`src/rtl/scc_pkg.sv`:
```
// ----------------------------------------------------------------------------
// scc_pkg: shared types and constants of the shunt current coulomb counter
// Holds field widths, calibration constants, direction and register codes,
// and the status record returned by the bit-serial arithmetic units.
// ----------------------------------------------------------------------------
package scc_pkg;

    // Datapath widths.
    localparam int NUM_W     = 40;   // calibration numerator, signed
    localparam int DVS_W     = 27;   // divisor width, holds 10^8
    localparam int MPLIER_W  = 15;   // serial multiplier operand, holds 26667
    localparam int ACC_W     = 32;   // charge accumulator
    localparam int CODE_W    = 14;   // current code
    localparam int STEP_W    = 8;    // percent step
    localparam int RAW_W     = 16;   // shunt register word
    localparam int GAIN_W    = 12;
    localparam int OFFS_W    = 22;
    localparam int CAP_W     = 24;
    localparam int CFG_IDX_W = 3;
    localparam int CFG_DAT_W = 24;

    // Calibration constants.
    localparam logic [MPLIER_W-1:0] COEF_UV     = 15'd26667;
    localparam logic [RAW_W-1:0]    SPLIT       = 16'd375;
    localparam logic [RAW_W-1:0]    WIN_MIN     = 16'd6;
    localparam logic [RAW_W-1:0]    WIN_MAX     = 16'd7500;
    localparam logic [GAIN_W-1:0]   K_MIN       = 12'd500;
    localparam logic [GAIN_W-1:0]   K_MAX       = 12'd2000;
    localparam logic [GAIN_W-1:0]   K_DEFAULT   = 12'd1000;
    localparam logic signed [OFFS_W-1:0] B_LIMIT     = 22'sd1000000;
    localparam logic signed [OFFS_W-1:0] B_LIMIT_NEG = -22'sd1000000;
    localparam logic [DVS_W-1:0]    DIV_CUR     = 27'd1000000;
    localparam logic [DVS_W-1:0]    DIV_CODE    = 27'd100000000;
    localparam logic [ACC_W-1:0]    SELF_USE    = 32'd20;
    localparam logic [CODE_W-1:0]   CODE_CENTER = 14'd5000;
    localparam logic [CODE_W-1:0]   CODE_MAX    = 14'd10000;

    // Result direction codes.
    typedef enum logic [1:0] {
        DIR_NONE      = 2'd0,
        DIR_DISCHARGE = 2'd1,
        DIR_CHARGE    = 2'd2
    } dir_t;

    // Configuration register indexes.
    localparam logic [CFG_IDX_W-1:0] CFG_GAIN_DL = 3'd0;
    localparam logic [CFG_IDX_W-1:0] CFG_OFFS_DL = 3'd1;
    localparam logic [CFG_IDX_W-1:0] CFG_GAIN_DH = 3'd2;
    localparam logic [CFG_IDX_W-1:0] CFG_OFFS_DH = 3'd3;
    localparam logic [CFG_IDX_W-1:0] CFG_GAIN_CH = 3'd4;
    localparam logic [CFG_IDX_W-1:0] CFG_OFFS_CH = 3'd5;
    localparam logic [CFG_IDX_W-1:0] CFG_CAP     = 3'd6;

    // Status of a serial arithmetic unit.
    typedef struct packed {
        logic busy;
        logic done;
    } unit_status_t;

endpackage

```
`src/rtl/scc_mul.sv`:
```
// ----------------------------------------------------------------------------
// scc_mul: bit-serial shift-and-add multiplier
// Consumes one multiplier bit per cycle, adding the shifted multiplicand to an
// accumulator that starts from a signed preset value.
// ----------------------------------------------------------------------------
module scc_mul #(
    parameter int A_W = 40,
    parameter int B_W = 15
) (
    input  logic                      clk,
    input  logic                      rst_n,
    input  logic                      start,
    input  logic [A_W-1:0]            mcand,
    input  logic [B_W-1:0]            mplier,
    input  logic signed [A_W-1:0]     init,
    output logic signed [A_W-1:0]     product,
    output scc_pkg::unit_status_t     status
);
    import scc_pkg::*;

    localparam int CNT_W = (B_W > 1) ? $clog2(B_W) : 1;

    logic signed [A_W-1:0] acc_reg;
    logic [A_W-1:0]        mcand_reg;
    logic [B_W-1:0]        mplier_reg;
    logic [CNT_W-1:0]      count_reg;
    logic                  busy_reg;
    logic                  done_reg;

    // One multiplier bit per cycle; the multiplicand shifts up alongside.
    always_ff @(posedge clk or negedge rst_n)
    begin
        if (!rst_n)
        begin
            acc_reg    <= '0;
            mcand_reg  <= '0;
            mplier_reg <= '0;
            count_reg  <= '0;
            busy_reg   <= 1'b0;
            done_reg   <= 1'b0;
        end
        else
        begin
            done_reg <= 1'b0;
            if (start)
            begin
                acc_reg    <= init;
                mcand_reg  <= mcand;
                mplier_reg <= mplier;
                count_reg  <= '0;
                busy_reg   <= 1'b1;
            end
            else if (busy_reg)
            begin
                if (mplier_reg[0])
                begin
                    acc_reg <= acc_reg + $signed(mcand_reg);
                end
                mcand_reg  <= {mcand_reg[A_W-2:0], 1'b0};
                mplier_reg <= {1'b0, mplier_reg[B_W-1:1]};
                if (count_reg == CNT_W'(B_W - 1))
                begin
                    busy_reg <= 1'b0;
                    done_reg <= 1'b1;
                end
                else
                begin
                    count_reg <= count_reg + 1'b1;
                end
            end
        end
    end

    assign product     = acc_reg;
    assign status.busy = busy_reg;
    assign status.done = done_reg;

endmodule

```
`src/rtl/scc_div.sv`:
```
// ----------------------------------------------------------------------------
// scc_div: bit-serial restoring divider
// Produces one quotient bit per cycle for an unsigned dividend and divisor,
// leaving the quotient and the remainder in registers.
// ----------------------------------------------------------------------------
module scc_div #(
    parameter int N_W = 40,
    parameter int D_W = 27
) (
    input  logic                  clk,
    input  logic                  rst_n,
    input  logic                  start,
    input  logic [N_W-1:0]        dividend,
    input  logic [D_W-1:0]        divisor,
    output logic [N_W-1:0]        quotient,
    output logic [D_W-1:0]        remainder,
    output scc_pkg::unit_status_t status
);
    import scc_pkg::*;

    localparam int CNT_W = (N_W > 1) ? $clog2(N_W) : 1;

    logic [N_W-1:0]   quo_reg;
    logic [D_W-1:0]   rem_reg;
    logic [D_W-1:0]   dvs_reg;
    logic [CNT_W-1:0] count_reg;
    logic             busy_reg;
    logic             done_reg;

    logic [D_W:0]     trial;
    logic [D_W:0]     diff;
    logic             fits;

    // Trial subtraction of the divisor from the shifted partial remainder.
    always_comb
    begin
        trial = {rem_reg, quo_reg[N_W-1]};
        diff  = trial - {1'b0, dvs_reg};
        fits  = trial >= {1'b0, dvs_reg};
    end

    // Dividend bits leave at the top of quo_reg as quotient bits enter below.
    always_ff @(posedge clk or negedge rst_n)
    begin
        if (!rst_n)
        begin
            quo_reg   <= '0;
            rem_reg   <= '0;
            dvs_reg   <= '0;
            count_reg <= '0;
            busy_reg  <= 1'b0;
            done_reg  <= 1'b0;
        end
        else
        begin
            done_reg <= 1'b0;
            if (start)
            begin
                quo_reg   <= dividend;
                rem_reg   <= '0;
                dvs_reg   <= divisor;
                count_reg <= '0;
                busy_reg  <= 1'b1;
            end
            else if (busy_reg)
            begin
                rem_reg <= fits ? diff[D_W-1:0] : trial[D_W-1:0];
                quo_reg <= {quo_reg[N_W-2:0], fits};
                if (count_reg == CNT_W'(N_W - 1))
                begin
                    busy_reg <= 1'b0;
                    done_reg <= 1'b1;
                end
                else
                begin
                    count_reg <= count_reg + 1'b1;
                end
            end
        end
    end

    assign quotient    = quo_reg;
    assign remainder   = rem_reg;
    assign status.busy = busy_reg;
    assign status.done = done_reg;

endmodule

```
`src/rtl/shunt_current_coulomb_counter_top.sv`:
```
// ----------------------------------------------------------------------------
// shunt_current_coulomb_counter_top: shunt current calibration and coulomb count
// Calibrates raw shunt samples into a current code and a signed charge sum,
// and folds the sum into whole percent steps of capacity on request.
// ----------------------------------------------------------------------------
//
//  Channel  Handshake            Payload
//  -------  -------------------  --------------------------------------------
//  in       in_valid / in_stall  mode, shunt_raw
//  out      out_valid/out_stall  direction, current_code, percent_step,
//                                charge_sum
//  cfg      cfg_valid/cfg_ready  cfg_index, cfg_data (cfg_ready always high)
//
//  A sample inside the window runs two 15-step passes of the bit-serial
//  multiplier and a 40-step pass of the two restoring dividers. A fold
//  runs the divider pass only; a sample outside the window or a fold of a
//  zero sum uses neither unit. One item is processed at a time: in_stall is
//  high from transfer until the result is loaded, and the loaded result
//  waits on out_stall. Reset is asynchronous.
//
module shunt_current_coulomb_counter_top (
    input  logic                            clk,
    input  logic                            rst_n,
    input  logic                            in_valid,
    output logic                            in_stall,
    input  logic                            mode,
    input  logic [scc_pkg::RAW_W-1:0]       shunt_raw,
    output logic                            out_valid,
    input  logic                            out_stall,
    output logic [1:0]                      direction,
    output logic [scc_pkg::CODE_W-1:0]      current_code,
    output logic [scc_pkg::STEP_W-1:0]      percent_step,
    output logic signed [scc_pkg::ACC_W-1:0] charge_sum,
    input  logic                            cfg_valid,
    output logic                            cfg_ready,
    input  logic [scc_pkg::CFG_IDX_W-1:0]   cfg_index,
    input  logic [scc_pkg::CFG_DAT_W-1:0]   cfg_data
);
    import scc_pkg::*;

    typedef enum logic [2:0] {
        S_IDLE,
        S_PREP,
        S_MUL1,
        S_MUL2,
        S_DIV,
        S_FINISH
    } state_t;

    // Configuration registers.
    logic [GAIN_W-1:0]        gain_dl_reg;
    logic signed [OFFS_W-1:0] offs_dl_reg;
    logic [GAIN_W-1:0]        gain_dh_reg;
    logic signed [OFFS_W-1:0] offs_dh_reg;
    logic [GAIN_W-1:0]        gain_ch_reg;
    logic signed [OFFS_W-1:0] offs_ch_reg;
    logic [CAP_W-1:0]         cap_reg;

    // Sequencer and item registers.
    state_t                   state_reg;
    logic                     mode_reg;
    logic [RAW_W-1:0]         v_reg;
    dir_t                     dir_reg;
    logic signed [OFFS_W-1:0] b_reg;
    logic signed [ACC_W-1:0]  acc_reg;
    logic [CODE_W-1:0]        last_code_reg;

    // Arithmetic unit operands.
    logic                     mul_start_reg;
    logic [NUM_W-1:0]         mul_a_reg;
    logic [MPLIER_W-1:0]      mul_b_reg;
    logic signed [NUM_W-1:0]  mul_init_reg;
    logic                     div_start_reg;
    logic [NUM_W-1:0]         div_a_dvd_reg;
    logic [NUM_W-1:0]         div_b_dvd_reg;
    logic [DVS_W-1:0]         div_a_dvs_reg;
    logic [DVS_W-1:0]         div_b_dvs_reg;

    // Output register.
    logic                     out_valid_reg;
    logic [1:0]               direction_reg;
    logic [CODE_W-1:0]        current_code_reg;
    logic [STEP_W-1:0]        percent_step_reg;
    logic signed [ACC_W-1:0]  charge_sum_reg;

    // Unit results.
    logic signed [NUM_W-1:0]  mul_product;
    unit_status_t             mul_status;
    logic [NUM_W-1:0]         div_a_quo;
    logic [DVS_W-1:0]         div_a_rem;
    unit_status_t             div_a_status;
    logic [NUM_W-1:0]         div_b_quo;
    logic [DVS_W-1:0]         div_b_rem;
    unit_status_t             div_b_status;

    // Combinational helpers.
    logic                     raw_neg;
    logic [RAW_W-1:0]         raw_mag;
    logic                     in_window;
    logic [GAIN_W-1:0]        gain_sel;
    logic signed [OFFS_W-1:0] offs_sel;
    logic [GAIN_W-1:0]        k_eff;
    logic signed [OFFS_W-1:0] b_eff;
    logic signed [NUM_W-1:0]  b_ext;
    logic signed [NUM_W-1:0]  b1000;
    logic                     num_pos;
    logic                     fold_neg;
    logic [ACC_W-1:0]         fold_mag;
    logic [ACC_W-1:0]         fold_mag_adj;
    logic [DVS_W-1:0]         cap_eff;
    logic [ACC_W-1:0]         cur;
    logic [ACC_W-1:0]         rem_ext;
    logic [15:0]              q100;
    logic signed [16:0]       code_wide;
    logic [CODE_W-1:0]        code_next;
    logic signed [ACC_W-1:0]  acc_next;
    logic [STEP_W-1:0]        step_next;

    // Configuration writes are always taken.
    assign cfg_ready = 1'b1;

    always_ff @(posedge clk or negedge rst_n)
    begin
        if (!rst_n)
        begin
            gain_dl_reg <= K_DEFAULT;
            offs_dl_reg <= '0;
            gain_dh_reg <= K_DEFAULT;
            offs_dh_reg <= '0;
            gain_ch_reg <= K_DEFAULT;
            offs_ch_reg <= '0;
            cap_reg     <= CAP_W'(36000);
        end
        else if (cfg_valid)
        begin
            case (cfg_index)
                CFG_GAIN_DL: gain_dl_reg <= cfg_data[GAIN_W-1:0];
                CFG_OFFS_DL: offs_dl_reg <= cfg_data[OFFS_W-1:0];
                CFG_GAIN_DH: gain_dh_reg <= cfg_data[GAIN_W-1:0];
                CFG_OFFS_DH: offs_dh_reg <= cfg_data[OFFS_W-1:0];
                CFG_GAIN_CH: gain_ch_reg <= cfg_data[GAIN_W-1:0];
                CFG_OFFS_CH: offs_ch_reg <= cfg_data[OFFS_W-1:0];
                CFG_CAP:     cap_reg     <= cfg_data[CAP_W-1:0];
                default:     ;
            endcase
        end
    end

    // Sample sign: any of the top three bits marks a charge reading.
    always_comb
    begin
        raw_neg = |shunt_raw[RAW_W-1:RAW_W-3];
        raw_mag = raw_neg ? (RAW_W'(0) - shunt_raw) : shunt_raw;
    end

    // Gain and offset pair, with out-of-range values replaced.
    always_comb
    begin
        in_window = (v_reg > WIN_MIN) && (v_reg < WIN_MAX);
        if (dir_reg == DIR_CHARGE)
        begin
            gain_sel = gain_ch_reg;
            offs_sel = offs_ch_reg;
        end
        else if (v_reg < SPLIT)
        begin
            gain_sel = gain_dl_reg;
            offs_sel = offs_dl_reg;
        end
        else
        begin
            gain_sel = gain_dh_reg;
            offs_sel = offs_dh_reg;
        end
        k_eff = ((gain_sel < K_MIN) || (gain_sel > K_MAX)) ? K_DEFAULT : gain_sel;
        b_eff = ((offs_sel > B_LIMIT) || (offs_sel < B_LIMIT_NEG)) ? '0 : offs_sel;
    end

    // Offset times 1000 as 1024 - 16 - 8 shifted copies.
    always_comb
    begin
        b_ext   = NUM_W'(b_reg);
        b1000   = (b_ext <<< 10) - (b_ext <<< 4) - (b_ext <<< 3);
        num_pos = !mul_product[NUM_W-1] && (|mul_product);
    end

    // Fold operands: magnitude of the sum and the nonzero capacity unit.
    always_comb
    begin
        fold_neg     = acc_reg[ACC_W-1];
        fold_mag     = fold_neg ? (ACC_W'(0) - ACC_W'(acc_reg)) : ACC_W'(acc_reg);
        fold_mag_adj = fold_neg ? (fold_mag + SELF_USE) : fold_mag;
        cap_eff      = (cap_reg == '0) ? DVS_W'(1) : DVS_W'(cap_reg);
    end

    // Result of the item once the dividers are done.
    always_comb
    begin
        cur       = div_a_quo[ACC_W-1:0];
        rem_ext   = ACC_W'(div_a_rem);
        q100      = div_b_quo[15:0];
        code_wide = 17'sd0;
        code_next = last_code_reg;
        acc_next  = acc_reg;
        step_next = '0;
        if (!mode_reg)
        begin
            if (dir_reg == DIR_DISCHARGE)
            begin
                code_wide = $signed(17'(CODE_CENTER)) + $signed({1'b0, q100});
                acc_next  = acc_reg - $signed(cur);
            end
            else if (dir_reg == DIR_CHARGE)
            begin
                code_wide = $signed(17'(CODE_CENTER)) - $signed({1'b0, q100});
                acc_next  = acc_reg + $signed(cur);
            end
            else
            begin
                code_wide = $signed(17'(CODE_CENTER));
            end
            if (code_wide < 0)
            begin
                code_next = '0;
            end
            else if (code_wide > $signed(17'(CODE_MAX)))
            begin
                code_next = CODE_MAX;
            end
            else
            begin
                code_next = code_wide[CODE_W-1:0];
            end
        end
        else if (dir_reg != DIR_NONE)
        begin
            acc_next  = (dir_reg == DIR_DISCHARGE) ? $signed(ACC_W'(0) - rem_ext)
                                                   : $signed(rem_ext);
            step_next = div_b_quo[STEP_W-1:0];
        end
    end

    // Sequencer, accumulator and output register.
    always_ff @(posedge clk or negedge rst_n)
    begin
        if (!rst_n)
        begin
            state_reg        <= S_IDLE;
            mode_reg         <= 1'b0;
            v_reg            <= '0;
            dir_reg          <= DIR_NONE;
            b_reg            <= '0;
            acc_reg          <= '0;
            last_code_reg    <= CODE_CENTER;
            mul_start_reg    <= 1'b0;
            mul_a_reg        <= '0;
            mul_b_reg        <= '0;
            mul_init_reg     <= '0;
            div_start_reg    <= 1'b0;
            div_a_dvd_reg    <= '0;
            div_b_dvd_reg    <= '0;
            div_a_dvs_reg    <= '0;
            div_b_dvs_reg    <= '0;
            out_valid_reg    <= 1'b0;
            direction_reg    <= '0;
            current_code_reg <= '0;
            percent_step_reg <= '0;
            charge_sum_reg   <= '0;
        end
        else
        begin
            mul_start_reg <= 1'b0;
            div_start_reg <= 1'b0;
            if (out_valid_reg && !out_stall)
            begin
                out_valid_reg <= 1'b0;
            end
            case (state_reg)
                S_IDLE:
                begin
                    if (in_valid)
                    begin
                        mode_reg  <= mode;
                        v_reg     <= raw_mag;
                        dir_reg   <= raw_neg ? DIR_CHARGE : DIR_DISCHARGE;
                        state_reg <= S_PREP;
                    end
                end
                S_PREP:
                begin
                    if (!mode_reg)
                    begin
                        if (in_window)
                        begin
                            b_reg         <= b_eff;
                            mul_a_reg     <= NUM_W'(v_reg);
                            mul_b_reg     <= MPLIER_W'(k_eff);
                            mul_init_reg  <= '0;
                            mul_start_reg <= 1'b1;
                            state_reg     <= S_MUL1;
                        end
                        else
                        begin
                            dir_reg   <= DIR_NONE;
                            state_reg <= S_FINISH;
                        end
                    end
                    else if (acc_reg == '0)
                    begin
                        dir_reg   <= DIR_NONE;
                        state_reg <= S_FINISH;
                    end
                    else
                    begin
                        dir_reg       <= fold_neg ? DIR_DISCHARGE : DIR_CHARGE;
                        div_a_dvd_reg <= NUM_W'(fold_mag);
                        div_b_dvd_reg <= NUM_W'(fold_mag_adj);
                        div_a_dvs_reg <= cap_eff;
                        div_b_dvs_reg <= cap_eff;
                        div_start_reg <= 1'b1;
                        state_reg     <= S_DIV;
                    end
                end
                S_MUL1:
                begin
                    // Second pass scales v*K by the coefficient on top of B*1000.
                    if (mul_status.done)
                    begin
                        mul_a_reg     <= NUM_W'(mul_product[CAP_W-1:0]);
                        mul_b_reg     <= COEF_UV;
                        mul_init_reg  <= b1000;
                        mul_start_reg <= 1'b1;
                        state_reg     <= S_MUL2;
                    end
                end
                S_MUL2:
                begin
                    // A numerator at or below zero calibrates to zero current.
                    if (mul_status.done)
                    begin
                        div_a_dvd_reg <= num_pos ? NUM_W'(mul_product) : '0;
                        div_b_dvd_reg <= num_pos ? NUM_W'(mul_product) : '0;
                        div_a_dvs_reg <= DIV_CUR;
                        div_b_dvs_reg <= DIV_CODE;
                        div_start_reg <= 1'b1;
                        state_reg     <= S_DIV;
                    end
                end
                S_DIV:
                begin
                    if (div_a_status.done)
                    begin
                        state_reg <= S_FINISH;
                    end
                end
                S_FINISH:
                begin
                    if (!out_valid_reg || !out_stall)
                    begin
                        acc_reg          <= acc_next;
                        last_code_reg    <= code_next;
                        out_valid_reg    <= 1'b1;
                        direction_reg    <= dir_reg;
                        current_code_reg <= code_next;
                        percent_step_reg <= step_next;
                        charge_sum_reg   <= acc_next;
                        state_reg        <= S_IDLE;
                    end
                end
                default:
                begin
                    state_reg <= S_IDLE;
                end
            endcase
        end
    end

    scc_mul #(
        .A_W (NUM_W),
        .B_W (MPLIER_W)
    ) u_mul (
        .clk     (clk),
        .rst_n   (rst_n),
        .start   (mul_start_reg),
        .mcand   (mul_a_reg),
        .mplier  (mul_b_reg),
        .init    (mul_init_reg),
        .product (mul_product),
        .status  (mul_status)
    );

    // Divider A yields the current or the fold remainder.
    scc_div #(
        .N_W (NUM_W),
        .D_W (DVS_W)
    ) u_div_a (
        .clk       (clk),
        .rst_n     (rst_n),
        .start     (div_start_reg),
        .dividend  (div_a_dvd_reg),
        .divisor   (div_a_dvs_reg),
        .quotient  (div_a_quo),
        .remainder (div_a_rem),
        .status    (div_a_status)
    );

    // Divider B yields the current over 100 or the percent step.
    scc_div #(
        .N_W (NUM_W),
        .D_W (DVS_W)
    ) u_div_b (
        .clk       (clk),
        .rst_n     (rst_n),
        .start     (div_start_reg),
        .dividend  (div_b_dvd_reg),
        .divisor   (div_b_dvs_reg),
        .quotient  (div_b_quo),
        .remainder (div_b_rem),
        .status    (div_b_status)
    );

    assign in_stall     = (state_reg != S_IDLE);
    assign out_valid    = out_valid_reg;
    assign direction    = direction_reg;
    assign current_code = current_code_reg;
    assign percent_step = percent_step_reg;
    assign charge_sum   = charge_sum_reg;

    // The multiplier only finishes while the sequencer waits on it.
    assert property (@(posedge clk) disable iff (!rst_n)
        mul_status.done |-> (state_reg == S_MUL1 || state_reg == S_MUL2))
        else $error("multiplier finished outside a multiply phase");

    // Both dividers start together and must finish together in the divide phase.
    assert property (@(posedge clk) disable iff (!rst_n)
        (div_a_status.done || div_b_status.done) |->
            (div_a_status.done && div_b_status.done && state_reg == S_DIV))
        else $error("dividers out of step");

    // A result without direction carries no percent step.
    assert property (@(posedge clk) disable iff (!rst_n)
        (out_valid && direction == DIR_NONE) |-> (percent_step == '0))
        else $error("percent step without direction");

    // A delivered code stays in range and the direction is a defined code.
    assert property (@(posedge clk) disable iff (!rst_n)
        out_valid |-> (current_code <= CODE_MAX && direction <= DIR_CHARGE))
        else $error("result code out of range");

    // The remainder of divider B stays below its divisor.
    assert property (@(posedge clk) disable iff (!rst_n)
        div_b_status.done |-> (div_b_rem < div_b_dvs_reg))
        else $error("divider remainder not below divisor");

endmodule

```
`config.mk`:
```
export PLATFORM = sky130hd
export DESIGN_NAME = shunt_current_coulomb_counter_top
export DESIGN_NICKNAME = d
export VERILOG_FILES = /design/src/rtl/scc_pkg.sv /design/src/rtl/scc_mul.sv /design/src/rtl/scc_div.sv /design/src/rtl/shunt_current_coulomb_counter_top.sv
export SDC_FILE = /design/constraint.sdc
export NUM_CORES = 2
export LEC_CHECK = 0
export BUFFER_PORTS_ARGS = -buffer_cell sky130_fd_sc_hd__buf_2
export CAP_MARGIN = 25
export CORE_UTILIZATION = 33
export CTS_BUF_LIST = sky130_fd_sc_hd__clkbuf_4 sky130_fd_sc_hd__clkbuf_8
export CTS_CLUSTER_SIZE = 30
export DETAILED_ROUTE_END_ITERATION = 16
export GPL_TIMING_DRIVEN = 0
export PLACE_DENSITY_LB_ADDON = 0.15
export SYNTH_ARGS = -nofsm -noshare
export SYNTH_HDL_FRONTEND = slang
export SYNTH_SLANG_ARGS = --single-unit
```
`constraint.sdc`:
```
create_clock -name clk -period 6 [get_ports clk]
set_input_delay 1.5 -clock clk [delete_from_list [all_inputs] [get_ports clk]]
set_output_delay 1.5 -clock clk [all_outputs]
set_load 0.05 [all_outputs]
```
==> Word-level counts from Yosys, hierarchy flattened <==
Cells that the tools add are included.
{ "word_totals": {"ff_bits": 776, "out_inout_bits": 59, "word_cells": 262} }
{ "classes": {"n_addsub": 16, "order_cmp": 11, "n_eq_ne": 30, "muxes": 116, "n_bitwise": 1, "n_reduce_logical": 44} }
{ "op_table": {"columns": ["operator", "n"], "rows": [
  ["40-bit 2-to-1 mux", 21],
  ["40-bit one-hot mux with 2 select lines", 4],
  ["27-bit 2-to-1 mux", 10],
  ["32-bit 2-to-1 mux", 7],
  ["27-bit one-hot mux with 2 select lines", 2],
  ["15-bit 2-to-1 mux", 5],
  ["22-bit 2-to-1 mux", 3],
  ["28-bit by 27-bit >= comparator with 1-bit output", 2],
  ["27-bit subtractor", 2],
  ["17-bit 2-to-1 mux", 3],
  ["14-bit 2-to-1 mux", 3],
  ["40-bit adder", 1],
  ["40-bit OR reduction", 1],
  ["12-bit 2-to-1 mux", 3],
  ["6-bit 2-to-1 mux", 6],
  ["33-bit by 25-bit subtractor with 34-bit output", 1],
  ["32-bit by 26-bit subtractor with 33-bit output", 1],
  ["32-bit adder", 1],
  ["32-bit by 5-bit adder with 32-bit output, second input constant", 1],
  ["32-bit logical NOT", 1],
  ["1-bit by 32-bit subtractor with 32-bit output, first input constant", 1],
  ["32-bit subtractor", 1],
  ["15-bit one-hot mux with 2 select lines", 1],
  ["1-bit by 27-bit subtractor with 28-bit output, first input constant", 1],
  ["other kinds (47)", 136]
]} }

==> Logic depth before layout (Yosys ltp) <==
{ "depth": {"ltp_word": 9, "mapped_depth": 19, "mapped_depth_nobuf": 19} }

==> Hierarchy <==
A second synthesis with hierarchy kept.
{ "unflattened": {"cells_unflattened": 4884, "area_unflattened_um2": 44001.0} }
{ "modules_own_cells": {"columns": ["module", "instances", "cells_per_inst", "area_each_um2", "seq_area_each_um2"], "rows": [
  ["shunt_current_coulomb_counter_top", 1, 2769, 25012.7, 10244.8],
  ["scc_div", 2, 685, 6165.9, 2552.4],
  ["scc_mul", 1, 745, 6656.4, 2527.4]
]} }

==> Worst setup path before layout <==
OpenSTA, ideal clock, no wires.
{ "synth_path": {"kind": "register to register", "start": "reg dir_reg[1]", "end": "reg charge_sum_reg[30], in the netlist charge_sum[30]", "setup_time_ns": 0.142, "arrival_time_ns": 4.126, "slack_ns": 1.732, "stages_incl_launch_ff": 18, "n_path_buf": 4, "synth_period_minus_slack_ns": 4.268, "path_cell_list": "dfrtp_1 nand2b_1 clkbuf_1 buf_1 clkbuf_1 buf_1 a21oi_1 fa_1 a211oi_1 nor2_1 a31oi_1 a21oi_1 a221oi_1 o31ai_1 o41ai_1 o21ai_0 xnor2_1 a21oi_1"} }
{ "synth_between": {"elab_chain_cells": 4, "elab_cells_between_ends": 10, "cone_classes": "eq/ne: 3; mux: 4; reduce/logical: 3"} }
{ "synth_lines": {"columns": ["element", "line_no", "text"], "rows": [
  ["start: declaration", "shunt_current_coulomb_counter_top.sv:63", "dir_t dir_reg;"],
  ["start signal: assignment", "shunt_current_coulomb_counter_top.sv:285", "dir_reg <= raw_neg ? DIR_CHARGE : DIR_DISCHARGE;"],
  ["start signal: assignment", "shunt_current_coulomb_counter_top.sv:315", "dir_reg <= fold_neg ? DIR_DISCHARGE : DIR_CHARGE;"],
  ["2-bit by 1-bit equality test with 1-bit output", "shunt_current_coulomb_counter_top.sv:208, shunt_current_coulomb_counter_top.sv:237", null],
  ["32-bit 2-to-1 mux", "shunt_current_coulomb_counter_top.sv:237", "acc_next = (dir_reg == DIR_DISCHARGE) ? $signed(ACC_W'(0) - rem_ext)"],
  ["32-bit 2-to-1 mux", "shunt_current_coulomb_counter_top.sv:235", "else if (dir_reg != DIR_NONE)"],
  ["32-bit 2-to-1 mux", "shunt_current_coulomb_counter_top.sv:206", "if (!mode_reg)"],
  ["end signal: assignment", "shunt_current_coulomb_counter_top.sv:366", "charge_sum_reg <= acc_next;"],
  ["end: declaration", "shunt_current_coulomb_counter_top.sv:84", "logic signed [ACC_W-1:0] charge_sum_reg;"]
]} }
Several ways; a longest one is shown, not always the timed one. The select of a mux whose other input is x is not followed.
A chain may end at the register's enable or synchronous reset.

==> Final worst setup path <==
{ "layout_path": {"start": "reg dir_reg[0]", "end": "reg charge_sum_reg[30], in the netlist charge_sum[30]"} }
The elaborated chain is that of the path after synthesis.

==> results.cfg <==
[sta]
worstMarginPinSlew_ns = 1.065
period_share = 0.9396
skew_ns = 0.03615
clock.fmax_mhz = 177.4
tns_ns = 0
rsz0062_at_grt = no
final-setup-viol-count = 0
hold_violations = 0
holdWs_ns = 0.4569
drv_slew = 0
fin_crit_ns = 5.638
slew_headroom = 0.2901

[placed_design]
dp_cells = 6305
place_congestion = 0.9106
port_buffers = 106
dpl.hpwl_mm = 112.4
dpl-instance-area_um2 = 44530

[synth]
ys_seq_area_frac = 0.4174
yosysTopAreaCellShare = 0.3998
syn_inst = 4537
synth_warnings = 0
synth_ff_type = dfrtp_1
ys_top_cells_by_area = dfrtp_1 40%, mux2i_1 5.2%, ha_1 5.1%
synth_area_per_cell_um2 = 9.189
syn_area_um2 = 41690
syn-num-nets = 4774
async_flop_share = 1.000
synth_edf_count = 0
synthDistinctLibCells = 90
yosys.area.top_type = dfrtp_1
ys_ff_latch = 694

[power]
power_frac_seq = 0.266
power.leakage_uw = 0.02122
share_comb_of_total_power = 0.571
clockPowerShare = 0.163
power.internal_uw = 16430
swShare = 0.4804
p_switching_uw = 15190
ir_drop_mv = 0.3399
powerDensity_nw_per_um2 = 666.8

[floorplanning]
num_rows = 130
dieArea_um2 = 127800
ioPinCount = 108
die_w_um = 357.4
die_y_um = 357.4
core-area_um2 = 125400
initial_core_util = 0.3324

[min_path]
min_path_type = reg -> reg

[route]
wire_per_inst_um = 22.53
drc = 0
ant_nets = 0
detail_route.wirelength_mm = 147.5
first_pass_iters = 5
vias = 35443
routed_via_density = 5.414
drt_iter0_drc = 2971

[clock_network]
cts_setup_buffers = 0
cts_tree = yes
path_clk_slew_ns = 0.06
root_buffer = clkbuf_8
h-tree-depth = 4
hold_buffers = 0
cts_buffer_depth = 3
clock-sinks = 694
clkLatencyLatePin_ns = 0.87
numCtsBuffers = 135

[setup_path]
crit_chain = nor2b_1 > clkbuf_1 > clkbuf_2 > buf_2 > nor2_1 > xnor2_1 > ha_1 > a211oi_1 > nor2_1 > a31oi_1 > a21oi_1 > a221oi_1 > o31ai_1 > o41ai_1 > o21ai_0 > xnor2_1 > a21oi_1
slowest_delay_ns = 0.60
crit_type = reg -> reg
cp_data_arrival_time_ns = 6.32
cpMaxStageDelayCell = dfrtp_1
required_ns = 6.69
start_kind = flip-flop
worstPathMaxFanout = 19
cp_num_buf_inv = 3
crit_path_end_kind = flip-flop
crit_family = compound AO/OA/AOI/OAI gates

[layout]
area_growth_pct = 13.73
final_cells = 6546
nNetsFinal = 5028
fill_cells = 12883
final_area_um2 = 47410
drive_above_1_share = 0.1249
final_cell_mix = 666 x dfrtp_1, 513 x nand2_1, 406 x o21ai_0
fin_util = 0.3781
mostFrequentLayoutCell = dfrtp_1

[global_route]
grt_start_max_net_pins = 113
track_usage = 0.2316
grt_pass1_wl_mm = 223.5
antenna_found_initial = 14
grt_pass1_vias = 35095
overflow = 0

[status]
status = finished clean

[flow_run]
max_cap_viol_count = 0
==> Yosys cell counts, types with 33 or more instances <==
library cell / number
a211oi_1: 85
a21o_1: 58
a21oi_1: 297
a31oi_1: 44
and3_1: 33
buf_1: 41
clkbuf_1: 191
dfrtp_1: 666
ha_1: 169
inv_1: 147
mux2_2: 140
mux2i_1: 216
nand2_1: 513
nand2b_1: 40
nand3_1: 79
nor2_1: 390
nor2b_1: 49
nor3_1: 81
nor4_1: 36
o21a_1: 35
o21ai_0: 406
o22ai_1: 40
o31ai_1: 37
or3_1: 41
xnor2_1: 137
xor2_1: 92
==> worst register-to-register path, stage by stage, from the launching register on <==
cell and delay (ns):
dfrtp_1 0.60, nor2b_1 0.22, clkbuf_1 0.41, clkbuf_2 0.44
buf_2 0.56, nor2_1 0.13, xnor2_1 0.25, ha_1 0.33
a211oi_1 0.26, nor2_1 0.11, a31oi_1 0.27, a21oi_1 0.19
a221oi_1 0.53, o31ai_1 0.20, o41ai_1 0.49, o21ai_0 0.23
xnor2_1 0.18, a21oi_1 0.09
==> metal layers <==
| metal | part of all wire | global-route usage | vias up |
|---|---|---|---|
| met1 | 0.47 | 0.3215 | 17567 |
| met3 | 0.046 | 0.03566 | 204 |
| met2 | 0.46 | 0.3670 | 895 |
| li1 | - | - | 16777 |
| met5 | 0 | 0 | - |
| met4 | 0.027 | 0.07607 | 0 |
==> final timing paths <==
kind	depth (start not counted)	slack, ns	start	end
worst max register to register	17	0.36	dir_reg[0]$_DFFE_PN0P_	charge_sum[30]$_DFFE_PN0P_
max in group asynchronous	5	3.30	rst_n	charge_sum[7]$_DFFE_PN0P_
worst min register to register	2	0.46	percent_step[6]$_DFFE_PN0P_	percent_step[6]$_DFFE_PN0P_
worst min-delay path	2	0.46	percent_step[6]$_DFFE_PN0P_	percent_step[6]$_DFFE_PN0P_
worst max-delay path	17	0.36	dir_reg[0]$_DFFE_PN0P_	charge_sum[30]$_DFFE_PN0P_
min in group asynchronous	1	0.59	rst_n	offs_dh_reg[6]$_DFFE_PN0P_
==> timing repair <==
item	CTS	global route
gates resized for setup	5	4
pin swaps	0	0
setup endpoints to repair	5	2
==> metrics by stage <==
step | power [µW] | setup WS [ns]
2_1_floorplan | 21030 | 1.732
3_3_place_gp | 26260 | -12.33
3_5_place_dp | 26390 | -0.5550
4_1_cts | 31700 | 0.07481
5_1_grt | 34230 | 0.008893
6_report | 31620 | 0.3622
==> cell families after synthesis <==
| kind of cell | Yosys count | synth area share |
|---|---|---|
| AO/OA/AOI/OAI | 1247 | 0.1875 |
| XOR/XNOR | 229 | 0.04811 |
| adder cells (fa/ha/maj) | 188 | 0.05985 |
| buffers and inverters | 410 | 0.03872 |
| flip-flops | 694 | 0.4174 |
| multiplexers | 360 | 0.09076 |
| other | 1 | 0.00008995 |
| AND/OR/NAND/NOR | 1408 | 0.1576 |
==> power groups by stage <==
| stage | combinational [µW] | clock (µW) | sequential [µW] |
|---|---|---|---|
| after floorplan | 13000 | 0 | 8080 |
| after global placement | 17800 | 0 | 8430 |
| after detailed placement | 17900 | 0 | 8450 |
| after CTS | 18100 | 5270 | 8380 |
| after global routing | 20100 | 5490 | 8610 |
| final | 18100 | 5150 | 8400 |
==> final cells by class <==
| class | count | area [µm²] | share of cell area |
|---|---|---|---|
| clock inverters | 25 | 229.0 | 0.004829 |
| diodes | 4 | 10.01 | 0.0002111 |
| multi-input cells | 3433 | 22680 | 0.4783 |
| inverters | 148 | 555.5 | 0.01172 |
| flip-flops and latches | 694 | 17400 | 0.3670 |
| plain buffers | 260 | 1057 | 0.02230 |
| clock buffers | 213 | 2644 | 0.05576 |
| repair buffers | 119 | 774.5 | 0.01633 |
| well taps | 1650 | 2064 | 0.04354 |
Note: power is estimated with default switching activity, not from simulation.
